### src/design/cmpg_pkg.sv
// Shared types, constants and polynomial tables for the multi-polynomial CRC block.
`default_nettype none

package cmpg_pkg;

    localparam int unsigned MAX_DEGREE = 32;
    localparam int unsigned REM_W      = MAX_DEGREE;
    localparam int unsigned DEG_W      = $clog2(MAX_DEGREE + 1);
    localparam int unsigned BIT_IDX_W  = $clog2(MAX_DEGREE);
    localparam int unsigned NUM_POLY   = 4;
    localparam int unsigned SEL_W      = 2;

    // Generator polynomials without the leading x^degree term
    localparam logic [31:0] GEN_POLY [NUM_POLY] = '{
        32'h0000_00D5, 32'h0000_0233, 32'h0000_8005, 32'h04C1_1DB7
    };
    localparam int unsigned GEN_DEG [NUM_POLY] = '{8, 10, 16, 32};

    localparam logic [SEL_W-1:0] CRC_SELECT_RESET = 2'd3;
    localparam logic             CHECK_MODE_RESET = 1'b0;

    localparam int unsigned CMD_DEPTH = 4;
    localparam int unsigned CMD_PTR_W = $clog2(CMD_DEPTH);
    localparam int unsigned CMD_CNT_W = $clog2(CMD_DEPTH + 1);

    localparam int unsigned PADDR_W = 3;
    localparam int unsigned PDATA_W = 32;

    typedef enum logic
    {
        REG_CRC_SELECT = 1'b0,
        REG_CHECK_MODE = 1'b1
    } reg_idx_t;

    typedef enum logic [1:0]
    {
        KIND_DATA    = 2'd0,
        KIND_REM     = 2'd1,
        KIND_VERDICT = 2'd2
    } kind_t;

    typedef enum logic [1:0]
    {
        CMD_ECHO     = 2'd0,
        CMD_ECHO_REM = 2'd1,
        CMD_VERDICT  = 2'd2
    } cmd_code_t;

    typedef struct packed
    {
        logic in_bit;
        logic last_in;
    } in_item_t;

    typedef struct packed
    {
        logic  out_bit;
        kind_t out_kind;
        logic  error_found;
        logic  last_out;
    } out_item_t;

    // Work handed from the front to the back
    typedef struct packed
    {
        cmd_code_t         code;
        logic              data_bit;
        logic              err;
        logic [DEG_W-1:0]  deg;
        logic [REM_W-1:0]  rem;    // remainder, left-aligned
    } cmd_t;

    // Largest polynomial not above the selection whose degree fits
    function automatic logic [SEL_W-1:0] eff_sel(input logic [SEL_W-1:0] sel);
        logic [SEL_W-1:0] s;
        s = '0;
        for (int i = 0; i < NUM_POLY; i++)
        begin
            if ((SEL_W'(i) <= sel) && (GEN_DEG[i] <= MAX_DEGREE))
                s = SEL_W'(i);
        end
        return s;
    endfunction

    function automatic logic [DEG_W-1:0] sel_deg(input logic [SEL_W-1:0] s);
        return DEG_W'(GEN_DEG[s]);
    endfunction

    function automatic logic [REM_W-1:0] sel_poly(input logic [SEL_W-1:0] s);
        logic [31:0] p;
        p = GEN_POLY[s];
        return p[REM_W-1:0];
    endfunction

    function automatic logic [REM_W-1:0] sel_mask(input logic [SEL_W-1:0] s);
        logic [REM_W:0] m;
        m = (REM_W + 1)'(1) << GEN_DEG[s];
        m = m - (REM_W + 1)'(1);
        return m[REM_W-1:0];
    endfunction

endpackage

`default_nettype wire

### src/design/cmpg_front.sv
// Front end: takes input bits, runs the CRC register and issues commands to the back end.
`default_nettype none

module cmpg_front
(
    input  wire logic                      clk,
    input  wire logic                      rst_n,
    input  wire logic                      accept,
    input  wire cmpg_pkg::in_item_t        in_data,
    input  wire logic [cmpg_pkg::SEL_W-1:0] crc_select,
    input  wire logic                      check_mode,
    output logic                           cmd_we,
    output cmpg_pkg::cmd_t                 cmd
);
    import cmpg_pkg::*;

    logic [REM_W-1:0]     rem_reg;
    logic [REM_W-1:0]     rem_next;
    logic [SEL_W-1:0]     sel;
    logic [DEG_W-1:0]     deg;
    logic [REM_W-1:0]     mask;
    logic [REM_W-1:0]     poly;
    logic [REM_W-1:0]     cur;
    logic [REM_W-1:0]     shifted;
    logic [REM_W-1:0]     upd;
    logic [BIT_IDX_W-1:0] msb_idx;
    logic                 msb;

    always_comb
    begin
        sel     = eff_sel(crc_select);
        deg     = sel_deg(sel);
        mask    = sel_mask(sel);
        poly    = sel_poly(sel);
        cur     = rem_reg & mask;
        msb_idx = BIT_IDX_W'(deg - DEG_W'(1));
        msb     = cur[msb_idx];
        shifted = {cur[REM_W-2:0], 1'b0};

        if (check_mode)
        begin
            // long division: shift the received bit in, reduce on an outgoing one
            upd = (shifted | {{(REM_W-1){1'b0}}, in_data.in_bit}) & mask;
            if (msb)
                upd = upd ^ poly;
        end
        else
        begin
            upd = shifted & mask;
            if (msb ^ in_data.in_bit)
                upd = upd ^ poly;
        end

        cmd_we = accept && (!check_mode || in_data.last_in);

        cmd.data_bit = in_data.in_bit;
        cmd.err      = |upd;
        cmd.deg      = deg;
        cmd.rem      = upd << (DEG_W'(REM_W) - deg);
        if (check_mode)
            cmd.code = CMD_VERDICT;
        else if (in_data.last_in)
            cmd.code = CMD_ECHO_REM;
        else
            cmd.code = CMD_ECHO;

        rem_next = rem_reg;
        if (accept)
            rem_next = in_data.last_in ? '0 : upd;
    end

    always_ff @(posedge clk or negedge rst_n)
    begin
        if (!rst_n)
            rem_reg <= '0;
        else
            rem_reg <= rem_next;
    end

endmodule

`default_nettype wire

### src/design/cmpg_cmd_fifo.sv
// Short command queue between the front end and the back end.
`default_nettype none

module cmpg_cmd_fifo
(
    input  wire logic           clk,
    input  wire logic           rst_n,
    input  wire logic           wr_en,
    input  wire cmpg_pkg::cmd_t wr_cmd,
    input  wire logic           rd_en,
    output cmpg_pkg::cmd_t      rd_cmd,
    output logic                q_full,
    output logic                q_empty
);
    import cmpg_pkg::*;

    cmd_t                 mem [CMD_DEPTH];
    logic [CMD_PTR_W-1:0] wr_ptr_reg;
    logic [CMD_PTR_W-1:0] wr_ptr_next;
    logic [CMD_PTR_W-1:0] rd_ptr_reg;
    logic [CMD_PTR_W-1:0] rd_ptr_next;
    logic [CMD_CNT_W-1:0] count_reg;
    logic [CMD_CNT_W-1:0] count_next;
    logic                 do_wr;
    logic                 do_rd;

    always_comb
    begin
        q_full  = (count_reg == CMD_CNT_W'(CMD_DEPTH));
        q_empty = (count_reg == '0);
        do_wr   = wr_en && !q_full;
        do_rd   = rd_en && !q_empty;
        rd_cmd  = mem[rd_ptr_reg];

        wr_ptr_next = wr_ptr_reg;
        rd_ptr_next = rd_ptr_reg;
        count_next  = count_reg;
        if (do_wr)
            wr_ptr_next = (wr_ptr_reg == CMD_PTR_W'(CMD_DEPTH - 1)) ? '0
                        : wr_ptr_reg + CMD_PTR_W'(1);
        if (do_rd)
            rd_ptr_next = (rd_ptr_reg == CMD_PTR_W'(CMD_DEPTH - 1)) ? '0
                        : rd_ptr_reg + CMD_PTR_W'(1);
        if (do_wr && !do_rd)
            count_next = count_reg + CMD_CNT_W'(1);
        else if (do_rd && !do_wr)
            count_next = count_reg - CMD_CNT_W'(1);
    end

    always_ff @(posedge clk)
    begin
        if (do_wr)
            mem[wr_ptr_reg] <= wr_cmd;
    end

    always_ff @(posedge clk or negedge rst_n)
    begin
        if (!rst_n)
        begin
            wr_ptr_reg <= '0;
            rd_ptr_reg <= '0;
            count_reg  <= '0;
        end
        else
        begin
            wr_ptr_reg <= wr_ptr_next;
            rd_ptr_reg <= rd_ptr_next;
            count_reg  <= count_next;
        end
    end

endmodule

`default_nettype wire

### src/design/cmpg_back.sv
// Back end: turns commands into result items and shifts out remainder bursts.
`default_nettype none

module cmpg_back
(
    input  wire logic           clk,
    input  wire logic           rst_n,
    input  wire logic           q_empty,
    input  wire cmpg_pkg::cmd_t q_cmd,
    output logic                q_pop,
    input  wire logic           pop,
    output logic                empty,
    output cmpg_pkg::out_item_t out_data
);
    import cmpg_pkg::*;

    out_item_t        out_reg;
    out_item_t        out_next;
    logic             valid_reg;
    logic             valid_next;
    logic [REM_W-1:0] sh_reg;
    logic [REM_W-1:0] sh_next;
    logic [DEG_W-1:0] cnt_reg;
    logic [DEG_W-1:0] cnt_next;
    logic             load;

    always_comb
    begin
        out_next   = out_reg;
        valid_next = valid_reg;
        sh_next    = sh_reg;
        cnt_next   = cnt_reg;
        q_pop      = 1'b0;
        load       = !valid_reg || pop;

        if (load)
        begin
            if (cnt_reg != '0)
            begin
                // advance the remainder burst, MSB first
                out_next = '{out_bit: sh_reg[REM_W-1], out_kind: KIND_REM,
                             error_found: 1'b0, last_out: (cnt_reg == DEG_W'(1))};
                valid_next = 1'b1;
                sh_next    = {sh_reg[REM_W-2:0], 1'b0};
                cnt_next   = cnt_reg - DEG_W'(1);
            end
            else if (!q_empty)
            begin
                q_pop      = 1'b1;
                valid_next = 1'b1;
                unique case (q_cmd.code)
                    CMD_ECHO:
                    begin
                        out_next = '{out_bit: q_cmd.data_bit, out_kind: KIND_DATA,
                                     error_found: 1'b0, last_out: 1'b0};
                    end
                    CMD_ECHO_REM:
                    begin
                        out_next = '{out_bit: q_cmd.data_bit, out_kind: KIND_DATA,
                                     error_found: 1'b0, last_out: 1'b0};
                        sh_next  = q_cmd.rem;
                        cnt_next = q_cmd.deg;
                    end
                    CMD_VERDICT:
                    begin
                        out_next = '{out_bit: 1'b0, out_kind: KIND_VERDICT,
                                     error_found: q_cmd.err, last_out: 1'b1};
                    end
                    default:
                    begin
                        valid_next = 1'b0;
                    end
                endcase
            end
            else
            begin
                valid_next = 1'b0;
            end
        end

        empty    = !valid_reg;
        out_data = out_reg;
    end

    always_ff @(posedge clk)
    begin
        out_reg <= out_next;
        sh_reg  <= sh_next;
    end

    always_ff @(posedge clk or negedge rst_n)
    begin
        if (!rst_n)
        begin
            valid_reg <= 1'b0;
            cnt_reg   <= '0;
        end
        else
        begin
            valid_reg <= valid_next;
            cnt_reg   <= cnt_next;
        end
    end

endmodule

`default_nettype wire

### src/design/crc_multi_poly_gen_check.sv
// Top level of the bit-serial CRC generator/checker with selectable polynomials.
//
//   Channel   Handshake             Payload
//   input     push / full           in_data  (in_bit, last_in)
//   result    empty / pop           out_data (out_bit, out_kind, error_found, last_out)
//   config    psel/penable/pwrite   paddr, pwdata, prdata, pready (always ready)
//
// One input bit can be taken every cycle while full is low; the front updates the CRC
// register in the cycle of the transfer and queues a command (four deep) for the back
// end, for each bit in generate mode and each last bit in check mode. The back end emits
// one result per cycle while pop is held; after a last bit in generate mode it shifts out
// 8, 10, 16 or 32 remainder bits, and full rises when the queue fills behind that burst.
// Reset clears the CRC register, the queue and the output stage; no clearing pass.
`default_nettype none

module crc_multi_poly_gen_check
(
    input  wire logic                          clk,
    input  wire logic                          rst_n,
    input  wire logic                          push,
    output logic                               full,
    input  wire cmpg_pkg::in_item_t            in_data,
    output logic                               empty,
    input  wire logic                          pop,
    output cmpg_pkg::out_item_t                out_data,
    input  wire logic                          psel,
    input  wire logic                          penable,
    input  wire logic                          pwrite,
    input  wire logic [cmpg_pkg::PADDR_W-1:0]  paddr,
    input  wire logic [cmpg_pkg::PDATA_W-1:0]  pwdata,
    output logic [cmpg_pkg::PDATA_W-1:0]       prdata,
    output logic                               pready
);
    import cmpg_pkg::*;

    logic [SEL_W-1:0] crc_select_reg;
    logic [SEL_W-1:0] crc_select_next;
    logic             check_mode_reg;
    logic             check_mode_next;
    logic             cfg_we;
    reg_idx_t         reg_idx;
    logic             accept;
    logic             cmd_we;
    cmd_t             wr_cmd;
    cmd_t             rd_cmd;
    logic             q_full;
    logic             q_empty;
    logic             q_pop;

    always_comb
    begin
        pready  = 1'b1;
        cfg_we  = psel && penable && pwrite && pready;
        reg_idx = reg_idx_t'(paddr[2]);

        crc_select_next = crc_select_reg;
        check_mode_next = check_mode_reg;
        unique case (reg_idx)
            REG_CRC_SELECT:
            begin
                prdata = PDATA_W'(crc_select_reg);
                if (cfg_we)
                    crc_select_next = pwdata[SEL_W-1:0];
            end
            REG_CHECK_MODE:
            begin
                prdata = PDATA_W'(check_mode_reg);
                if (cfg_we)
                    check_mode_next = pwdata[0];
            end
            default:
            begin
                prdata = '0;
            end
        endcase

        full   = q_full;
        accept = push && !q_full;
    end

    always_ff @(posedge clk or negedge rst_n)
    begin
        if (!rst_n)
        begin
            crc_select_reg <= CRC_SELECT_RESET;
            check_mode_reg <= CHECK_MODE_RESET;
        end
        else
        begin
            crc_select_reg <= crc_select_next;
            check_mode_reg <= check_mode_next;
        end
    end

    cmpg_front u_front
    (
        .clk        (clk),
        .rst_n      (rst_n),
        .accept     (accept),
        .in_data    (in_data),
        .crc_select (crc_select_reg),
        .check_mode (check_mode_reg),
        .cmd_we     (cmd_we),
        .cmd        (wr_cmd)
    );

    cmpg_cmd_fifo u_cmd_fifo
    (
        .clk     (clk),
        .rst_n   (rst_n),
        .wr_en   (cmd_we),
        .wr_cmd  (wr_cmd),
        .rd_en   (q_pop),
        .rd_cmd  (rd_cmd),
        .q_full  (q_full),
        .q_empty (q_empty)
    );

    cmpg_back u_back
    (
        .clk      (clk),
        .rst_n    (rst_n),
        .q_empty  (q_empty),
        .q_cmd    (rd_cmd),
        .q_pop    (q_pop),
        .pop      (pop),
        .empty    (empty),
        .out_data (out_data)
    );

endmodule

`default_nettype wire

### config.mk
export PLATFORM = sky130hd
export DESIGN_NAME = crc_multi_poly_gen_check
export DESIGN_NICKNAME = d
export VERILOG_FILES = /design/src/design/cmpg_pkg.sv /design/src/design/cmpg_front.sv /design/src/design/cmpg_cmd_fifo.sv /design/src/design/cmpg_back.sv /design/src/design/crc_multi_poly_gen_check.sv
export SDC_FILE = /design/constraint.sdc
export NUM_CORES = 1
export LEC_CHECK = 0
export ABC_CLOCK_PERIOD_IN_PS = 4900
export BUFFER_PORTS_ARGS = -buffer_cell sky130_fd_sc_hd__buf_2
export CAP_MARGIN = 10
export CORE_UTILIZATION = 61
export DETAILED_ROUTE_END_ITERATION = 8
export PLACE_DENSITY = 0.8
export REMOVE_ABC_BUFFERS = 1
export SLEW_MARGIN = 20
export SYNTH_ARGS = -nofsm -noshare
export SYNTH_HDL_FRONTEND = slang
export SYNTH_SLANG_ARGS = --single-unit
### constraint.sdc
create_clock -name clk -period 4.9 [get_ports clk]
set_clock_uncertainty 0.2 [all_clocks]
set_input_delay 1.225 -clock clk [delete_from_list [all_inputs] [get_ports clk]]
set_output_delay 1.225 -clock clk [all_outputs]
set_load 0.1 [all_outputs]
==> flow_summary.json, run 1 <==
{
  "layout-drive-gt1-share_pct": 16.8,
  "endpoint_kind": "flop",
  "synth-seq-cells": 246,
  "worst_slack_ns": 0.512,
  "die_area_um2": 19900,
  "antenna_found_initial": 0,
  "crit_fanout": 12,
  "area_delta_synth_final_pct": 9.46,
  "fp.dieH_um": 141,
  "r2r_start": "crc_select_reg[0]",
  "die_width_um": 141,
  "synth.yosys.seq_area_share_pct": 60.4,
  "dp.cells": 1165,
  "cp-start-kind": "flop",
  "postSynth.asyncResetShare_pct": 19.9,
  "max_cap_violations": 0,
  "dominantRegCellSynth": "edfxtp_1",
  "layout.cells.non_filler": 1213,
  "syn_area_per_cell_um2": 12.8,
  "clock_path_buffers": 3,
  "clk_pin_slew_ns": 0.06,
  "crit_type": "flop to flop",
  "dr.first_iter.drc_count": 752,
  "pin_count": 84,
  "clock-sinks": 246,
  "wl_per_cell_um": 21.0,
  "portBuffers": 20,
  "drtAntennaViolNets": 0,
  "largest_reg_flops": 160,
  "drc": 0,
  "slew_headroom_pct": 33.1,
  "min_to": "u_front.rem_reg[10]",
  "p_leak_nw": 4.76,
  "min_path_cells": 2,
  "holdCritStartpoint": "u_front.rem_reg[10]",
  "hold_viol": 0,
  "synth_top_area_share_pct": 50.0,
  "setup_viol": 0,
  "min_period_ns": 4.39,
  "yosysMostFrequentCell": "edfxtp_1",
  "cts-root-buf": "clkbuf_16",
  "ff2ff_path_depth": 10,
  "clk_latency_ns": 0.53,
  "grt-ovfl-total": 0,
  "dpl.hpwl_mm": 16.4,
  "drt_wl_total_mm": 25.4,
  "viasPerCell": 6.28,
  "nets": 995,
  "yosysUniqueCellTypes": 80,
  "fmax_ghz": 0.228,
  "rsz0062_at_grt": "no",
  "finalCritPeriodShare_pct": 89.6,
  "syn_area_um2": 11800,
  "first_pass_iters": 6,
  "cts_tree": "yes",
  "fin_total_pwr_mw": 7.18,
  "timing.setup.tns_ns": 0,
  "synth_commonest_cells": "edfxtp_1, nand2_1, dfrtp_1",
  "required_ns": 4.96,
  "synth_top_area_cell": "edfxtp_1",
  "row_count": 50,
  "synth_cells": 920,
  "ir_worst_vdd_v": 0.000539,
  "place.gp.congestion": 0.937,
  "hold_path.class": "flop to flop",
  "synth_edf_count": 197,
  "p_per_area_nw_per_um2": 555,
  "core-area_um2": 18800,
  "grt_max_degree": 54,
  "r2r-end": "u_cmd_fifo.mem[1][11]",
  "cts_setup_buffers": 0,
  "initial_core_util_pct": 62.8,
  "vias": 7616,
  "outcome": "completed",
  "grt_pass1_wl_mm": 40.3,
  "grt_pass1_vias": 7385,
  "r2r_slack_ns": 0.51,
  "ctsResizeCount": 0,
  "cts_made_buffers": 26,
  "grt_usage_pct": 26.6,
  "arrival_ns": 4.44,
  "worstMarginPinSlew_ns": 1.00,
  "drv_slew": 0,
  "cts_hold_buf": 0,
  "antennaDiodeCount": 0,
  "ys_warn_count": 0,
  "cts.htree.levels": 1,
  "yosys-top-cells-area": "edfxtp_1, dfrtp_1, mux4_2",
  "place_ws_ns": 0.634
}
## layout make-up
type                       instances  area, um2
clock buffer                      39        751
timing repair buffer              40        250
multi-input combinational        600       4290
sequential                       246       7150
clock inverter                     9        108
inverter                          19       71.3
tap                              260        325
fill                            1284       5890
## cells in the final DEF (no fill, tap or decap), drive strengths merged, types with 7 or more instances in the layout
cell / instances
a22o: 19
mux4: 43
nand3: 20
and2: 15
o31ai: 10
nor2b: 10
nor4: 8
a21oi: 20
buf: 40
inv: 19
conb: 33
edfxtp: 197
xnor2: 18
ha: 17
clkbuf: 39
and3: 7
nor3: 17
mux2: 9
nor2: 40
o21ai: 39
nand2: 168
dfrtp: 47
## cell families (layout without fill, tap and decap cells)
kind of cell    count (synthesis)  in the layout  share of synthesized area (%)
simple gates                  312            312                           12.1
compound gates                155            155                           9.71
mux                            58             58                           9.56
flops                         246            246                           60.4
xor+xnor                       24             24                           1.78
other cells                     2             33                         0.0635
buf+inv                       105            107                           4.42
fa+ha+maj                      18             18                           1.97
## through the flow
stage	instance area (um2)	hold slack (ns)	utilization, %
finish	12900	0.285	68.7
global route	12900	0.299	68.7
CTS	12900	0.287	68.7
detailed placement	12100	0.275	64.2
global placement	12100	0.264	64.2
floorplan	11500	0.248	-
## worst max path at each step
stage                             from                 endpoint  slack, ns  cells past startpoint
2_1_floorplan  u_cmd_fifo.count_reg[0]  u_cmd_fifo.count_reg[1]      -0.52                      7
4_1_cts              crc_select_reg[0]    u_cmd_fifo.mem[1][26]       0.62                      9
3_5_place_dp         crc_select_reg[0]    u_cmd_fifo.mem[1][26]       0.63                      9
6_report             crc_select_reg[0]    u_cmd_fifo.mem[1][11]       0.51                     10
3_3_place_gp         crc_select_reg[0]    u_cmd_fifo.mem[1][26]       0.68                      9
5_1_grt              crc_select_reg[0]    u_cmd_fifo.mem[1][28]       0.35                      9
## where the power goes
group          internal [mW]  total, mW  switching (mW)
Sequential              2.80       3.00           0.207
Clock                   1.17       1.94           0.773
Combinational          0.810       2.24            1.43
## worst max-delay path, cell delays in order (launching register included)
cell     delay [ns]
dfstp_2        0.68
inv_1          0.17
ha_1           0.25
or3_1          0.50
a221o_1        0.56
a211o_1        0.38
nand2_1        0.32
a31oi_1        0.13
buf_4          0.18
a211o_1        0.30
a21oi_1        0.43
## metal layers
layer / global-route usage, % / routed length [um] / vias to the layer above
li1: - / - / 3417
met1: 37.1 / 10600 / 3775
met2: 43.3 / 12200 / 364
met3: 4.28 / 1990 / 60
met4: 8.18 / 612 / 0
met5: 0 / 0 / -
(Power assumes the default switching activity.)
==> run 2, diff against run 1 <==
CORE_ASPECT_RATIO = 0.8   (was default)
REMOVE_ABC_BUFFERS = default   (was 1)
TNS_END_PERCENT = 1   (was default)
==> run 2 against run 1 <==
Net effect: worst setup slack lost 0.094 ns; sequential cell count is the same; via count decreased by 0.39%; cell count shrank 0.16%; largest power group unchanged.
==> flow_summary.json, run 2 (same netlist as run 1, synthesis figures left out) <==
{
  "clock_path_buffers": 3,
  "core-area_um2": 19000,
  "cts_made_buffers": 25,
  "grt-ovfl-total": 0,
  "layout_common_cells": "edfxtp_1, nand2_1, dfrtp_1",
  "clk_latency_ns": 0.53,
  "stdcell_area_um2": 13000,
  "layout-drive-gt1-share_pct": 17.0,
  "largest_reg_flops": 160,
  "drc": 0,
  "drt_wl_total_mm": 26.7,
  "endpoint_kind": "flop",
  "power_frac_comb_pct": 31.2,
  "slowest_stage": "xnor2_1",
  "fin_total_pwr_mw": 7.31,
  "layout_commonest_cell": "edfxtp_1",
  "grt_pass1_vias": 7393,
  "clock-sinks": 246,
  "worst_slack_ns": 0.418,
  "crit_fanout": 12,
  "worstMarginPinSlew_ns": 1.06,
  "initial_core_util_pct": 62.3,
  "swShare_pct": 33.6,
  "p_per_area_nw_per_um2": 563,
  "cts.htree.levels": 1,
  "final_util_pct": 68.5,
  "hold_path.class": "flop to flop",
  "clk_pin_slew_ns": 0.07,
  "seqPwrFrac_pct": 41.1,
  "dp.cells": 1166,
  "cts-root-buf": "clkbuf_16",
  "grt_pass1_wl_mm": 42.0,
  "p_leak_nw": 4.80,
  "die_area_um2": 19900,
  "dpl.hpwl_mm": 17.1,
  "viasPerCell": 6.26,
  "hold_viol": 0,
  "layout.cells.non_filler": 1211,
  "drv_slew": 0,
  "crit_type": "flop to flop",
  "required_ns": 4.96,
  "area_delta_synth_final_pct": 9.94,
  "ir_worst_vdd_v": 0.000348,
  "rsz0062_at_grt": "no",
  "fmax_ghz": 0.223,
  "n_fill_cell": 1289,
  "slew_headroom_pct": 29.2,
  "whs_ns": 0.284,
  "max_cap_violations": 0,
  "vias": 7586,
  "path_buf_inv": 1,
  "p_sw_mw": 2.46,
  "grt_max_degree": 54,
  "setup_viol": 0,
  "row_count": 45,
  "critPathMaxStageDelay_ns": 0.70,
  "ctsResizeCount": 0,
  "antennaDiodeCount": 0,
  "dr.first_iter.drc_count": 856,
  "grt_usage_pct": 28.2,
  "internal-power_mw": 4.86,
  "place.gp.congestion": 0.962,
  "fp.dieH_um": 127,
  "die_width_um": 158,
  "pwr-share-clk_pct": 27.7,
  "cts_hold_buf": 0,
  "arrival_ns": 4.54,
  "portBuffers": 20,
  "place_ws_ns": 0.530,
  "pin_count": 84,
  "outcome": "completed",
  "cts_setup_buffers": 0,
  "cp-start-kind": "flop",
  "drtAntennaViolNets": 0,
  "cp_cell_sequence": "inv_1 -> ha_1 -> or3_1 -> a221o_1 -> a211oi_4 -> nor3_2 -> xnor2_1 -> mux2_2 -> o2bb2ai_1",
  "critical_path.top_delay_family": "compound AO/OA/AOI/OAI gates",
  "cts_tree": "yes",
  "nets": 997,
  "dpl_cell_area_um2": 12100,
  "first_pass_iters": 8,
  "antenna_found_initial": 0,
  "min_period_ns": 4.48,
  "wl_per_cell_um": 22.1,
  "timing.setup.tns_ns": 0,
  "finalCritPeriodShare_pct": 91.5
}
[run 2: cell count changes in the layout (fill, tap and decap cells not counted), sizes merged]
cell / before / now
buf: 40 / 43
bufinv: 2 / 3
clkbuf: 39 / 37
clkinv: 5 / 4
clkinvlp: 2 / 0
inv: 19 / 20
[run 2: layout make-up]
| type | count | area, um2 | area share (%) |
|---|---|---|---|
| Inverter | 19 | 71.3 | 0.549 |
| Tap cell | 258 | 323 | 2.48 |
| Clock inverter | 8 | 131 | 1.01 |
| Multi-Input combinational cell | 600 | 4290 | 33.0 |
| Timing Repair Buffer | 43 | 273 | 2.10 |
| Sequential cell | 246 | 7150 | 55.0 |
| Clock buffer | 37 | 763 | 5.87 |
[run 2: layer usage]
metal / global-route usage (%) / wire length, um
met1: 41.4 / 11500
met2: 42.7 / 12200
met3: 5.50 / 2360
met4: 8.85 / 719
met5: 1.75 / 0
[run 2: final timing paths]
| kind | from | to | slack, ns | cells past startpoint |
|---|---|---|---|---|
| hold / removal | u_front.rem_reg[10] | u_front.rem_reg[10] | 0.28 | 2 |
| setup reg to reg | crc_select_reg[0] | u_cmd_fifo.mem[2][15] | 0.42 | 9 |
| hold reg to reg | u_front.rem_reg[10] | u_front.rem_reg[10] | 0.28 | 2 |
| setup / recovery | crc_select_reg[0] | u_cmd_fifo.mem[2][15] | 0.42 | 9 |
| max in group asynchronous | rst_n | crc_select_reg[1] | 3.27 | 2 |
| min in group asynchronous | rst_n | u_back.valid_reg | 0.40 | 1 |
[run 2: power by group through the flow]
stage          logic [mW]  registers [mW]  clock network, mW
4_1_cts              2.27            3.00               2.05
5_1_grt              2.45            3.04               2.12
6_report             2.28            3.00               2.03
3_3_place_gp         2.19            3.01                  0
3_5_place_dp         2.25            3.03                  0
2_1_floorplan        1.71            3.01                  0
[run 2: worst reg2reg max path: cells and delay by family (launching register included)]
| kind | cells | cell delay, ns |
|---|---|---|
| buf+inv | 1 | 0.16 |
| simple gates | 2 | 0.55 |
| compound gates | 3 | 1.37 |
| xor+xnor | 1 | 0.70 |
| mux | 1 | 0.31 |
| fa+ha+maj | 1 | 0.24 |
| flops | 1 | 0.68 |
==> run 3, diff against run 2 <==
GPL_TIMING_DRIVEN = 0   (was default)
SLEW_MARGIN = default   (was 20)
==> run 3 against run 2 <==
Net effect: largest cell class unchanged; via count up 6.5%; sequential share of layout area is 0.97 points lower; global-route usage increased by 1.8 points; worst hold slack gained 0.0011 ns; critical path type unchanged; power fell by 2.9%; worst setup slack got worse by 0.14 ns; core utilization grew 1.2 points; routed wire length increased by 6.3%; clock power fell by 17%; maximum frequency decreased by 3.1%; combinational power grew 7%.
==> flow_summary.json, run 3 (same netlist as run 1, synthesis figures left out) <==
{
  "layout.cells.non_filler": 1278,
  "cts_made_buffers": 24,
  "dpl_cell_area_um2": 12500,
  "nets": 1064,
  "cts-root-buf": "clkbuf_16",
  "cts_tree": "yes",
  "wl_per_cell_um": 22.3,
  "hold_viol": 0,
  "dpl.hpwl_mm": 19.5,
  "place.gp.congestion": 0.998,
  "ctsResizeCount": 0,
  "outcome": "completed",
  "largest_reg_flops": 160,
  "grt_pass1_wl_mm": 44.5,
  "dr.first_iter.drc_count": 965,
  "slew_headroom_pct": 35.9,
  "area_delta_synth_final_pct": 11.9,
  "seqPwrFrac_pct": 41.9,
  "pin_count": 84,
  "drc": 0,
  "grt_max_degree": 50,
  "clock_path_buffers": 3,
  "endpoint_kind": "flop",
  "die_width_um": 158,
  "arrival_ns": 4.69,
  "setup_viol": 0,
  "portBuffers": 19,
  "ir_worst_vdd_v": 0.000276,
  "drv_slew": 0,
  "finalCritPeriodShare_pct": 94.4,
  "crit_fanout": 10,
  "initial_core_util_pct": 62.3,
  "drtAntennaViolNets": 0,
  "cp_cell_sequence": "clkbuf_1 -> inv_1 -> ha_1 -> clkbuf_1 -> mux4_2 -> and2_1 -> clkbuf_2 -> a211o_1 -> nand2_1 -> a31oi_2 -> a211o_1 -> a21oi_1",
  "required_ns": 4.96,
  "cp-start-kind": "flop",
  "power_frac_comb_pct": 34.3,
  "rsz0062_at_grt": "no",
  "clock-sinks": 246,
  "p_per_area_nw_per_um2": 537,
  "layout_commonest_cell": "edfxtp_1",
  "antennaDiodeCount": 0,
  "viasPerCell": 6.32,
  "stdcell_area_um2": 13200,
  "clk_pin_slew_ns": 0.06,
  "internal-power_mw": 4.57,
  "cts.htree.levels": 1,
  "final_util_pct": 69.7,
  "worstMarginPinSlew_ns": 0.961,
  "p_sw_mw": 2.53,
  "cts_setup_buffers": 0,
  "crit_type": "flop to flop",
  "place_ws_ns": 0.264,
  "vias": 8081,
  "core-area_um2": 19000,
  "p_leak_nw": 4.90,
  "drt_wl_total_mm": 28.4,
  "fin_total_pwr_mw": 7.10,
  "max_cap_violations": 0,
  "grt_pass1_vias": 7705,
  "cts_hold_buf": 0,
  "grt_usage_pct": 30.0,
  "slowest_stage": "dfstp_2",
  "multi_input_area_um2": 4290,
  "register_area_um2": 7140,
  "fp.dieH_um": 127,
  "pwr-share-clk_pct": 23.8,
  "row_count": 45,
  "swShare_pct": 35.6,
  "worst_slack_ns": 0.275,
  "layout-drive-gt1-share_pct": 16.8,
  "critPathMaxStageDelay_ns": 0.57,
  "hold_path.class": "flop to flop",
  "grt-ovfl-total": 0,
  "clk_latency_ns": 0.53,
  "n_fill_cell": 1291,
  "fmax_ghz": 0.216,
  "die_area_um2": 19900,
  "first_pass_iters": 6,
  "antenna_found_initial": 1,
  "dp.cells": 1233,
  "layout_common_cells": "edfxtp_1, nand2_1, clkbuf_1, dfrtp_1, mux4_2",
  "min_period_ns": 4.62
}
==> run 3: changes by cell type in the layout (fill, tap and decap cells not counted), sizes merged <==
cell,before,now
clkinv,4,11
bufinv,3,0
clkinvlp,0,1
clkbuf,37,72
buf,43,70
==> run 3: final timing paths <==
kind | from | endpoint | slack [ns] | cells past startpoint
max | crc_select_reg[0] | u_cmd_fifo.mem[2][11] | 0.28 | 12
min | u_front.rem_reg[5] | u_front.rem_reg[5] | 0.29 | 2
max reg2reg | crc_select_reg[0] | u_cmd_fifo.mem[2][11] | 0.28 | 12
min reg2reg | u_front.rem_reg[5] | u_front.rem_reg[5] | 0.29 | 2
max in group asynchronous | rst_n | crc_select_reg[1] | 3.56 | 2
min in group asynchronous | rst_n | u_back.cnt_reg[4] | 0.36 | 1
==> run 3: routing by layer <==
layer | GRT usage [%] | part of all wire [%] | up-vias
met5 | 0 | 0 | -
met3 | 5.57 | 8.9 | 76
li1 | - | - | 3565
met1 | 43.3 | 42 | 4013
met2 | 46.2 | 46 | 427
met4 | 9.77 | 3.2 | 0
==> run 3: per-stage QoR <==
step / setup TNS, ns / hold slack [ns]
after floorplan: 0 / 0.248
after global placement: -0.0236 / 0.261
after detailed placement: 0 / 0.271
after CTS: 0 / 0.287
after global routing: 0 / 0.307
final: 0 / 0.285
==> run 3: cell type report <==
class                      count  share of cell area [%]
buffer                        86                    3.42
clock inverter                13                   0.606
clock buffer                  31                    4.74
multi-input combinational    600                    32.4
sequential                   246                    54.0
tap                          258                    2.44
inverter                      19                   0.539
timing repair buffer          25                    1.80
==> run 3: power by group through the flow <==
stage | combinational, mW | sequential, mW | clock (mW)
after floorplan | 1.71 | 3.01 | 0
after global placement | 2.28 | 3.00 | 0
after detailed placement | 2.39 | 3.00 | 0
after CTS | 2.41 | 2.98 | 1.70
after global routing | 2.62 | 3.01 | 1.78
final | 2.43 | 2.98 | 1.69
==> run 3: critical path, delay by kind of cell, from the launching register on <==
kind | cells | cell delay, ns
AND/OR/NAND/NOR | 2 | 0.48
flip-flops | 1 | 0.57
adder cells (fa/ha/maj) | 1 | 0.23
buffers and inverters | 4 | 0.99
multiplexers | 1 | 0.39
AO/OA/AOI/OAI | 4 | 1.50
